==> src/pfa_pkg.sv <==
package pfa_pkg;

  localparam int FRAMES    = 64;
  localparam int FRAME_W   = 6;
  localparam int CNT_W     = 7;
  localparam int PROCESSES = 16;
  localparam int PROC_W    = 4;
  localparam int MAX_PAGES = 16;
  localparam int PAGE_W    = 4;
  localparam int NEED_W    = 5;
  localparam int TOT_W     = 32;
  localparam int ST_W      = 3;

  localparam int IN_DATA_W  = 16;
  localparam int OUT_DATA_W = 80;

  localparam logic [ST_W-1:0] ST_GRANT    = 3'd0;
  localparam logic [ST_W-1:0] ST_RESIDENT = 3'd1;
  localparam logic [ST_W-1:0] ST_REFUSED  = 3'd2;
  localparam logic [ST_W-1:0] ST_FREED    = 3'd3;
  localparam logic [ST_W-1:0] ST_NOT_RES  = 3'd4;

  localparam logic FUNC_ALLOC = 1'b0;
  localparam logic FUNC_FREE  = 1'b1;

endpackage

==> src/paged_frame_allocator_core.sv <==
// Frame allocator: a FIFO of free frame numbers plus a per-process frame list. A request
// beat is taken only while the sequencer is idle. A decision state follows the accept; an
// allocate of n pages then moves one frame per cycle through the free-list memory port
// (n result beats) while the result side is not stalled; a free of a slot owning n frames
// returns one frame per cycle to the list, then sends the freed beat; the other outcomes
// are single beats. A stall on the result side holds any state that is sending a beat.
// Writing cfg_wr_data sets the pool size (values above 64 act as 64), refills the free
// list in ascending order and drops all residency in the same cycle; totals are kept.
module paged_frame_allocator_core (
  input  logic                              clk,
  input  logic                              rst_n,
  input  logic                              cfg_wr_en,
  input  logic [pfa_pkg::CNT_W-1:0]         cfg_wr_data,   // frame_count
  input  logic                              in_tvalid,
  output logic                              in_tready,
  input  logic [pfa_pkg::IN_DATA_W-1:0]     in_tdata,      // process_id, required_pages
  input  logic [0:0]                        in_tuser,      // func
  output logic                              out_tvalid,
  input  logic                              out_tready,
  output logic [pfa_pkg::OUT_DATA_W-1:0]    out_tdata,     // frame, free_frames, paged_in, paged_out
  output logic [pfa_pkg::ST_W-1:0]          out_tuser,     // status
  output logic                              out_tlast
);
  import pfa_pkg::*;

  localparam logic [1:0] S_IDLE   = 2'd0;
  localparam logic [1:0] S_DECIDE = 2'd1;
  localparam logic [1:0] S_ALLOC  = 2'd2;
  localparam logic [1:0] S_FREE   = 2'd3;

  logic [1:0]           state_r, state_nxt;
  logic                 func_r, func_nxt;
  logic [PROC_W-1:0]    slot_r, slot_nxt;
  logic [NEED_W-1:0]    need_r, need_nxt;
  logic [NEED_W-1:0]    idx_r, idx_nxt;
  logic [FRAME_W-1:0]   head_r, head_nxt;
  logic [FRAME_W-1:0]   tail_r, tail_nxt;
  logic [CNT_W-1:0]     free_r, free_nxt;
  logic [TOT_W-1:0]     in_tot_r, in_tot_nxt;
  logic [TOT_W-1:0]     out_tot_r, out_tot_nxt;
  logic [PROCESSES-1:0] res_r, res_nxt;
  logic [FRAMES-1:0]    fvld_r, fvld_nxt;

  logic [FRAME_W-1:0]   fifo_mem [FRAMES];
  logic [FRAME_W-1:0]   fifo_rd_q;
  logic [FRAME_W-1:0]   ft_mem [PROCESSES*MAX_PAGES];
  logic [FRAME_W-1:0]   ft_rd_q;
  logic [NEED_W-1:0]    owned_r [PROCESSES];

  logic                 out_valid_r;
  logic [ST_W-1:0]      out_status_r;
  logic [FRAME_W-1:0]   out_frame_r;
  logic                 out_last_r;
  logic [CNT_W-1:0]     out_free_r;
  logic [TOT_W-1:0]     out_in_r;
  logic [TOT_W-1:0]     out_out_r;

  logic                 emit_ok;
  logic                 emit;
  logic [ST_W-1:0]      e_status;
  logic [FRAME_W-1:0]   e_frame;
  logic                 e_last;
  logic                 fifo_we;
  logic                 ft_we;
  logic                 own_we;
  logic [FRAME_W-1:0]   fifo_q;
  logic                 alloc_last;
  logic [CNT_W-1:0]     cfg_n;

  // entries never written since the last refill read as their own index
  assign fifo_q     = fvld_r[head_r] ? fifo_rd_q : head_r;
  assign emit_ok    = !out_valid_r || out_tready;
  assign in_tready  = (state_r == S_IDLE);
  assign alloc_last = (idx_r == need_r - NEED_W'(1));
  assign cfg_n      = (cfg_wr_data > CNT_W'(FRAMES)) ? CNT_W'(FRAMES) : cfg_wr_data;

  always_comb begin
    state_nxt   = state_r;
    func_nxt    = func_r;
    slot_nxt    = slot_r;
    need_nxt    = need_r;
    idx_nxt     = idx_r;
    head_nxt    = head_r;
    tail_nxt    = tail_r;
    free_nxt    = free_r;
    in_tot_nxt  = in_tot_r;
    out_tot_nxt = out_tot_r;
    res_nxt     = res_r;
    fvld_nxt    = fvld_r;
    emit        = 1'b0;
    e_status    = ST_GRANT;
    e_frame     = '0;
    e_last      = 1'b1;
    fifo_we     = 1'b0;
    ft_we       = 1'b0;
    own_we      = 1'b0;
    case (state_r)
      S_IDLE: begin
        if (in_tvalid) begin
          func_nxt  = in_tuser[0];
          slot_nxt  = in_tdata[PROC_W-1:0];
          need_nxt  = in_tdata[PROC_W +: NEED_W];
          idx_nxt   = '0;
          state_nxt = S_DECIDE;
        end
      end
      S_DECIDE: begin
        if (emit_ok) begin
          if (func_r == FUNC_ALLOC) begin
            if (res_r[slot_r]) begin
              emit      = 1'b1;
              e_status  = ST_RESIDENT;
              state_nxt = S_IDLE;
            end else if (need_r == '0 || need_r > NEED_W'(MAX_PAGES) ||
                         CNT_W'(need_r) > free_r) begin
              emit      = 1'b1;
              e_status  = ST_REFUSED;
              state_nxt = S_IDLE;
            end else begin
              state_nxt = S_ALLOC;
            end
          end else begin
            if (!res_r[slot_r]) begin
              emit      = 1'b1;
              e_status  = ST_NOT_RES;
              state_nxt = S_IDLE;
            end else begin
              state_nxt = S_FREE;
            end
          end
        end
      end
      S_ALLOC: begin
        if (emit_ok) begin
          emit     = 1'b1;
          e_status = ST_GRANT;
          e_frame  = fifo_q;
          e_last   = alloc_last;
          ft_we    = 1'b1;
          head_nxt = head_r + FRAME_W'(1);
          free_nxt = free_r - CNT_W'(1);
          if (in_tot_r != '1) in_tot_nxt = in_tot_r + TOT_W'(1);
          if (alloc_last) begin
            own_we         = 1'b1;
            res_nxt[slot_r] = 1'b1;
            state_nxt      = S_IDLE;
          end else begin
            idx_nxt = idx_r + NEED_W'(1);
          end
        end
      end
      S_FREE: begin
        if (idx_r == owned_r[slot_r] || free_r == CNT_W'(FRAMES)) begin
          if (emit_ok) begin
            emit            = 1'b1;
            e_status        = ST_FREED;
            res_nxt[slot_r] = 1'b0;
            state_nxt       = S_IDLE;
          end
        end else begin
          fifo_we          = 1'b1;
          fvld_nxt[tail_r] = 1'b1;
          tail_nxt         = tail_r + FRAME_W'(1);
          free_nxt         = free_r + CNT_W'(1);
          if (out_tot_r != '1) out_tot_nxt = out_tot_r + TOT_W'(1);
          idx_nxt          = idx_r + NEED_W'(1);
        end
      end
      default: state_nxt = S_IDLE;
    endcase
    if (cfg_wr_en) begin
      head_nxt = '0;
      tail_nxt = cfg_n[FRAME_W-1:0];
      free_nxt = cfg_n;
      res_nxt  = '0;
      fvld_nxt = '0;
    end
  end

  always_ff @(posedge clk) begin
    if (!rst_n) begin
      state_r     <= S_IDLE;
      head_r      <= '0;
      tail_r      <= '0;
      free_r      <= CNT_W'(FRAMES);
      in_tot_r    <= '0;
      out_tot_r   <= '0;
      res_r       <= '0;
      fvld_r      <= '0;
      out_valid_r <= 1'b0;
    end else begin
      state_r   <= state_nxt;
      head_r    <= head_nxt;
      tail_r    <= tail_nxt;
      free_r    <= free_nxt;
      in_tot_r  <= in_tot_nxt;
      out_tot_r <= out_tot_nxt;
      res_r     <= res_nxt;
      fvld_r    <= fvld_nxt;
      if (emit) out_valid_r <= 1'b1;
      else if (out_tready) out_valid_r <= 1'b0;
    end
  end

  always_ff @(posedge clk) begin
    func_r <= func_nxt;
    slot_r <= slot_nxt;
    need_r <= need_nxt;
    idx_r  <= idx_nxt;
    if (own_we) owned_r[slot_r] <= need_r;
    if (emit) begin
      out_status_r <= e_status;
      out_frame_r  <= e_frame;
      out_last_r   <= e_last;
      out_free_r   <= free_nxt;
      out_in_r     <= in_tot_nxt;
      out_out_r    <= out_tot_nxt;
    end
  end

  // free list: written at the tail on release, read at the next head address so the head entry is registered
  always_ff @(posedge clk) begin
    if (fifo_we) fifo_mem[tail_r] <= ft_rd_q;
    fifo_rd_q <= fifo_mem[head_nxt];
  end

  // per-slot frame lists, row = slot, column = page
  always_ff @(posedge clk) begin
    if (ft_we) ft_mem[{slot_r, idx_r[PAGE_W-1:0]}] <= fifo_q;
    ft_rd_q <= ft_mem[{slot_nxt, idx_nxt[PAGE_W-1:0]}];
  end

  assign out_tvalid = out_valid_r;
  assign out_tuser  = out_status_r;
  assign out_tlast  = out_last_r;
  assign out_tdata  = {3'b000, out_out_r, out_in_r, out_free_r, out_frame_r};

endmodule

==> config.mk <==
export PLATFORM = sky130hd
export DESIGN_NAME = paged_frame_allocator_core
export DESIGN_NICKNAME = d
export VERILOG_FILES = /design/src/pfa_pkg.sv /design/src/paged_frame_allocator_core.sv
export SDC_FILE = /design/constraint.sdc
export NUM_CORES = 2
export LEC_CHECK = 0
export BUFFER_PORTS_ARGS = -buffer_cell sky130_fd_sc_hd__buf_2
export CAP_MARGIN = 20
export CORE_MARGIN = 5
export CORE_UTILIZATION = 50
export DETAILED_ROUTE_END_ITERATION = 8
export PLACE_DENSITY = 0.66
export SKIP_LAST_GASP = 1
export SLEW_MARGIN = 20
export SYNTH_ARGS = -nofsm -noshare
export SYNTH_HDL_FRONTEND = slang
export SYNTH_SLANG_ARGS = --single-unit
==> constraint.sdc <==
create_clock -name clk -period 15.7 [get_ports clk]
set_input_delay 4.71 -clock clk [delete_from_list [all_inputs] [get_ports clk]]
set_output_delay 4.71 -clock clk [all_outputs]
set_load 0.05 [all_outputs]
### Word level (Yosys, flattened, before mapping)

Memory sizes are Yosys's and may differ from the RTL's. A register that Yosys moved wholly into a read port is not among the register bits.
Cells that the tools add are included.

* register bits after elaboration: 262
* latch bits: 0
* RAM bits: 2000
* bits in read-only memories: 0
* bits of input ports: 29
* output and inout port bits: 86
* logic and storage cells: 162
* memories: 3

* add/subtract/negate cells: 8
* multiply operators: 0
* divide/modulo/power cells: 0
* $lt $le $gt $ge: 8
* eq/ne operators: 17
* shifts and indexed selects: 0
* multiplexer cells: 79
* bitwise gates (word level): 6
* reduce and logical (&&, ||, !) cells: 21

Memories
* ft_mem: depth 256, bits a word 6, rd ports 1, clocked after Yosys merged registers in 1, wr ports 1, RTL line paged_frame_allocator_core.sv:46 `logic [FRAME_W-1:0] ft_mem [PROCESSES*MAX_PAGES];`
* fifo_mem: depth 64, bits a word 6, rd ports 1, clocked after Yosys merged registers in 1, wr ports 1, RTL line paged_frame_allocator_core.sv:44 `logic [FRAME_W-1:0] fifo_mem [FRAMES];`
* owned_r: depth 16, bits a word 5, rd ports 1, clocked after Yosys merged registers in 1, wr ports 1, RTL line paged_frame_allocator_core.sv:48 `logic [NEED_W-1:0] owned_r [PROCESSES];`

Operator list (number)
* 2-to-1 mux 32 bit: 6
* adder 32 x 1 -> 32 bit (second input constant): 2
* 2-to-1 mux 16 bit: 4
* != test 32 bit (second input constant): 2
* OR 64 bit: 1
* 2-to-1 mux 6 bit: 7
* one-hot mux 16 bit (2 select lines): 1
* 2-to-1 mux 2 bit: 14
* 2-to-1 mux 7 bit: 4
* 2-to-1 mux 1 bit: 25
* 2-to-1 mux 5 bit: 4
* != test 2 bit (second input constant): 9
* AND 16 bit: 1
* NOT 16 bit: 1
* OR 16 bit: 1
* one-hot mux 5 bit (3 select lines): 1
* < comparator 6 x 7 -> 1 bit (second input constant): 2
* one-hot mux 7 bit (2 select lines): 1
* adder 6 x 1 -> 6 bit (second input constant): 2
* == test 5 bit: 2
* AND reduction 5 bit: 2
* 2-to-1 mux 3 bit: 3
* 2-to-1 mux 4 bit: 2
* one-hot mux 2 bit (4 select lines): 1
* other kinds (30): 41

### Logic depth before layout (Yosys ltp)

* depth after elaboration: 9
* mapped depth: 22
* depth with buffers taken out: 18

### Worst setup path after synthesis

OpenSTA, ideal clock, no wires.

* path kind: reg-to-reg
* start: register head_r[0]
* end: memory ft_mem[0][3] (data pin)
* setup time: 2.197 ns
* arrival time: 12.300 ns
* required time: 13.503 ns
* setup slack: 1.203 ns
* stages on the path, launching flop included: 9
* buffers on the path: 2
* period minus slack after synthesis: 14.497 ns
* cell sequence: dfxtp_1 > clkbuf_1 > clkbuf_1 > mux4_2 > o22ai_1 > a21oi_1 > a21oi_1 > mux2i_1 > o21ai_0

* cells in the longest elaborated chain, start to end: 3

RTL lines
* from (decl): RTL line paged_frame_allocator_core.sv:36 `logic [FRAME_W-1:0] head_r, head_nxt;`
* from (signal assigned): RTL line paged_frame_allocator_core.sv:193 `head_r <= head_nxt;`
* binary-select mux 1 bit (select 6 bit): RTL line paged_frame_allocator_core.sv:71 `assign fifo_q = fvld_r[head_r] ? fifo_rd_q : head_r;`
* 2-to-1 mux 1 bit (implied by the code): RTL line paged_frame_allocator_core.sv:71
* 2-to-1 mux 6 bit: RTL line paged_frame_allocator_core.sv:71
* net fifo_q[3]: RTL line paged_frame_allocator_core.sv:66 `logic [FRAME_W-1:0] fifo_q;`
* to (decl): RTL line paged_frame_allocator_core.sv:46

The timed path passes the listed nets, and every way through them passes these cells. The select of a mux whose other input is x is not followed.

### Final worst setup path

* start: input out_tready
* end: register ft_rd_q[4], read port of ft_mem

* cells in the longest elaborated chain, start to end: 3

RTL lines
* from (decl): RTL line paged_frame_allocator_core.sv:19 `input logic out_tready,`
* logical OR 1 bit: RTL line paged_frame_allocator_core.sv:72 `assign emit_ok = !out_valid_r || out_tready;`
* 2-to-1 mux 5 bit: RTL line paged_frame_allocator_core.sv:134 `if (emit_ok) begin`
* one-hot mux 5 bit (3 select lines): RTL line paged_frame_allocator_core.sv:97 `case (state_r)`
* to (decl): RTL line paged_frame_allocator_core.sv:47 `logic [FRAME_W-1:0] ft_rd_q;`

No other way between the ends. The select of a mux whose other input is x is not followed.
A chain may end at the register's enable or synchronous reset.

==> impl_metrics.ini <==
[die]
floorplan.rows = 156
boundaryPins = 115
fp.dieH_um = 434.9
design.core.area_sq_mm = 0.1802
fp.dieW_um = 434.9
start_util_pct = 50.10
dieArea_sq_mm = 0.1891

[layout]
stdcell_area_sq_mm = 0.1001
final_core_util_pct = 55.56
area_delta_synth_final_pct = 10.89
num-nets-final = 6244
drive_above_1_share_pct = 11.09
finalNonFillerCells = 8766

[yosys]
async_reset_ff_share_pct = 0
synth-edff-count = 2088
synthFlopType = edfxtp_1
synth-simple-area-share_pct = 11.03
syn_area_sq_mm = 0.09026
seq_area_frac_synth_pct = 73.59
avgSynthCellArea_sq_um = 14.63
synth_top_family_by_area = simple AND/OR/NAND/NOR gates
synth-compound-area-share_pct = 5.067
ys_ff_latch = 2274
synth.area.mux_share_pct = 6.678
yosys_warnings = 0
synth_fa_ha_area_share_pct = 0.2495
syn_inst = 6171
synth.distinct_cells = 75
synth_xor_area_share_pct = 0.9219

[placement]
gp_congestion = 0.8720
placed_cells = 8341
dp_hpwl_mm = 125.3
placed_area_sq_mm = 0.09269
place_ws_ns = 5.276
port_buffers = 104

[clock_tree]
numCtsBuffers = 220
clk_latency_ns = 0.85
htreeDepth = 4
clock-root-buffer = clkbuf_16
cts-resized-gates = 0
cts_tree = done
clockBufferDepth = 3
clock_sinks = 2274
postCtsSetupBuffers = 0
clk_pin_slew_ns = 0.06
cts_hold_buf = 0

[sta]
post-route-period-util_pct = 61.69
fmax_mhz = 103.2
slew_viol_final = 0
slew_headroom_pct = 22.56
setup_tns_ns = 0
setup_slack_ns = 6.014
rsz0062_at_grt = false
fin_skew_ns = 0.03046
tightest_slew_ns = 1.160
finalHoldViolCount = 0
setup_violations = 0
min_period_ns = 9.686

[setup_path]
crit_path_end_kind = register
r2r_slack_ns = 8.48
arrival_ns = 10.32
cp-start-kind = input port
crit_required_ns = 16.33
worstPathMaxFanout = 65
worstSetupPathType = input port to register

[run_status]
status = finished, final reports clean

[detailed_routing]
remaining_drc_errors = 0
drt-total-wl_mm = 218.0
drt-wirelength-per-cell_um = 24.87
vias_per_cell = 5.975
drtIter0Drc = 5740
drtAntennaViolNets = 0
first_pass_iters = 6
vias = 52370

[global_route]
grt-busiest-layer = met2
antenna_found_initial = 4
grt_overflow = 0
use_met1_pct = 32.53
grt_pass1_wl_mm = 326.8
grt_pass1_vias = 51040
grt_util_met3_pct = 3.983
met2_usage_pct = 35.23
track_usage_pct = 22.56
grt_max_degree = 185

[hold_path]
hold_path.class = register to register

[run]
drv_cap = 0

[power]
ir_drop_v = 0.0001496
p_leak_nw = 33.40
p_per_area_mw_per_mm2 = 139.7
## power by group
part,switching (mW),internal (mW),leakage (nW)
clock network,2.26,3.01,3.57
registers,0.0324,6.72,20.7
logic,1.42,0.532,9.12
## cells by family after synthesis
group | after synthesis
flip-flops | 2274
XOR/XNOR | 95
adder cells (fa/ha/maj) | 18
AO/OA/AOI/OAI | 573
other | 1
multiplexers | 458
buffers and inverters | 432
AND/OR/NAND/NOR | 2320
## cells in the mapped netlist (4+ instances only)
cell type,number,area [sq um]
a32oi_1,249,2181
dfxtp_1,186,3724
a2111oi_2,5,75.07
nor3_1,39,195.2
a311o_1,6,60.06
a221oi_1,8,70.07
o221ai_1,8,70.07
or4_1,5,37.54
buf_4,38,285.3
and3_1,60,375.4
mux2_2,23,259.0
xnor2_1,62,543.0
o21ai_0,23,115.1
a32o_1,12,120.1
ha_1,18,225.2
o211ai_1,7,52.55
buf_1,17,63.81
a211oi_1,31,232.7
nand3_1,319,1597
nand2b_1,9,56.30
inv_1,32,120.1
nand3b_1,4,30.03
nand4_1,57,356.6
a31oi_1,92,575.6
a22oi_1,5,37.54
xor2_1,33,289.0
edfxtp_1,2088,62700
buf_2,118,590.6
nor2_1,524,1967
nor4_1,33,206.5
clkbuf_1,187,701.9
o22ai_1,12,75.07
and4_1,5,43.79
mux2i_1,322,3223
and2_1,95,594.3
mux4_2,113,2545
buf_6,34,382.9
nand2_1,1141,4283
a311oi_1,54,473.0
a21oi_1,35,175.2
nor2b_1,15,93.84
## placed cells by master (no fill, tap or decap), types with 83 or more instances in the layout
master and n:
buf_4 83, a31oi_1 92, a32oi_1 249, buf_2 104, mux4_2 113, nor2_1 521, nand3_1 313, clkbuf_16 223
mux2i_1 320, dfxtp_1 178, nand2_1 1136, and2_1 94, edfxtp_1 2088
## per-stage QoR
| stage | total power [mW] | hold slack [ns] |
|---|---|---|
| 2_1_floorplan | 8.366 | 0.4348 |
| 6_report | 13.98 | 0.4689 |
| 3_5_place_dp | 8.817 | 0.4577 |
| 5_1_grt | 14.46 | 0.4881 |
| 3_3_place_gp | 8.780 | 0.4444 |
| 4_1_cts | 14.04 | 0.4720 |
## layer usage
metal | up-vias | routed length (um)
li1 | 23350 | -
met1 | 26250 | 90860
met2 | 2369 | 101300
met3 | 402 | 18820
met4 | 2 | 7050
met5 | - | 20
## registers in the layout, summed over array words and instances, names as in the netlist, 2 cells and up, named ones only
signal	flops
need_r	5
state_r	2
out_out_r	32
out_tuser	3
fifo_rd_q	6
out_tot_r	32
ft_rd_q	6
out_in_r	32
owned_r	80
out_free_r	7
out_frame_r	6
in_tot_r	32
fifo_mem	384
fvld_r	64
tail_r	6
ft_mem	1536
free_r	7
head_r	6
idx_r	5
slot_r	4
## final cells by class
cell class | count | area [sq um]
fill | 14020 | 80070
sequential | 2274 | 66430
multi-input combinational | 3467 | 21850
clock buffer | 288 | 5953
tap | 2370 | 2965
timing repair buffer | 199 | 1411
clock inverter | 130 | 1321
inverter | 35 | 147.6
antenna | 3 | 7.507
## worst paths after layout
check / depth (start not counted) / from / endpoint
hold reg to reg: 2 / fvld_r[11]$_SDFFE_PP0P_ / fvld_r[11]$_SDFFE_PP0P_
hold / removal: 2 / fvld_r[11]$_SDFFE_PP0P_ / fvld_r[11]$_SDFFE_PP0P_
setup reg to reg: 17 / slot_r[3]$_DFF_P_ / ft_rd_q[4]$_DFF_P_
setup / recovery: 17 / out_tready / ft_rd_q[4]$_DFF_P_
## worst max-delay path, cell delays in order
cell and delay, ns:
buf_2 0.11, inv_1 0.11, nand2_1 0.19, nand2_1 0.56
nor2_2 0.06, and2_1 0.23, nor2_1 0.13, a32o_4 0.50
buf_4 0.74, buf_4 0.77, mux2i_1 0.30, a32oi_1 0.08
a31oi_1 0.27, nor3_1 0.18, a32o_1 0.30, nor4_1 0.73
a31oi_1 0.22
No activity file was read; power rests on OpenSTA's default activity.
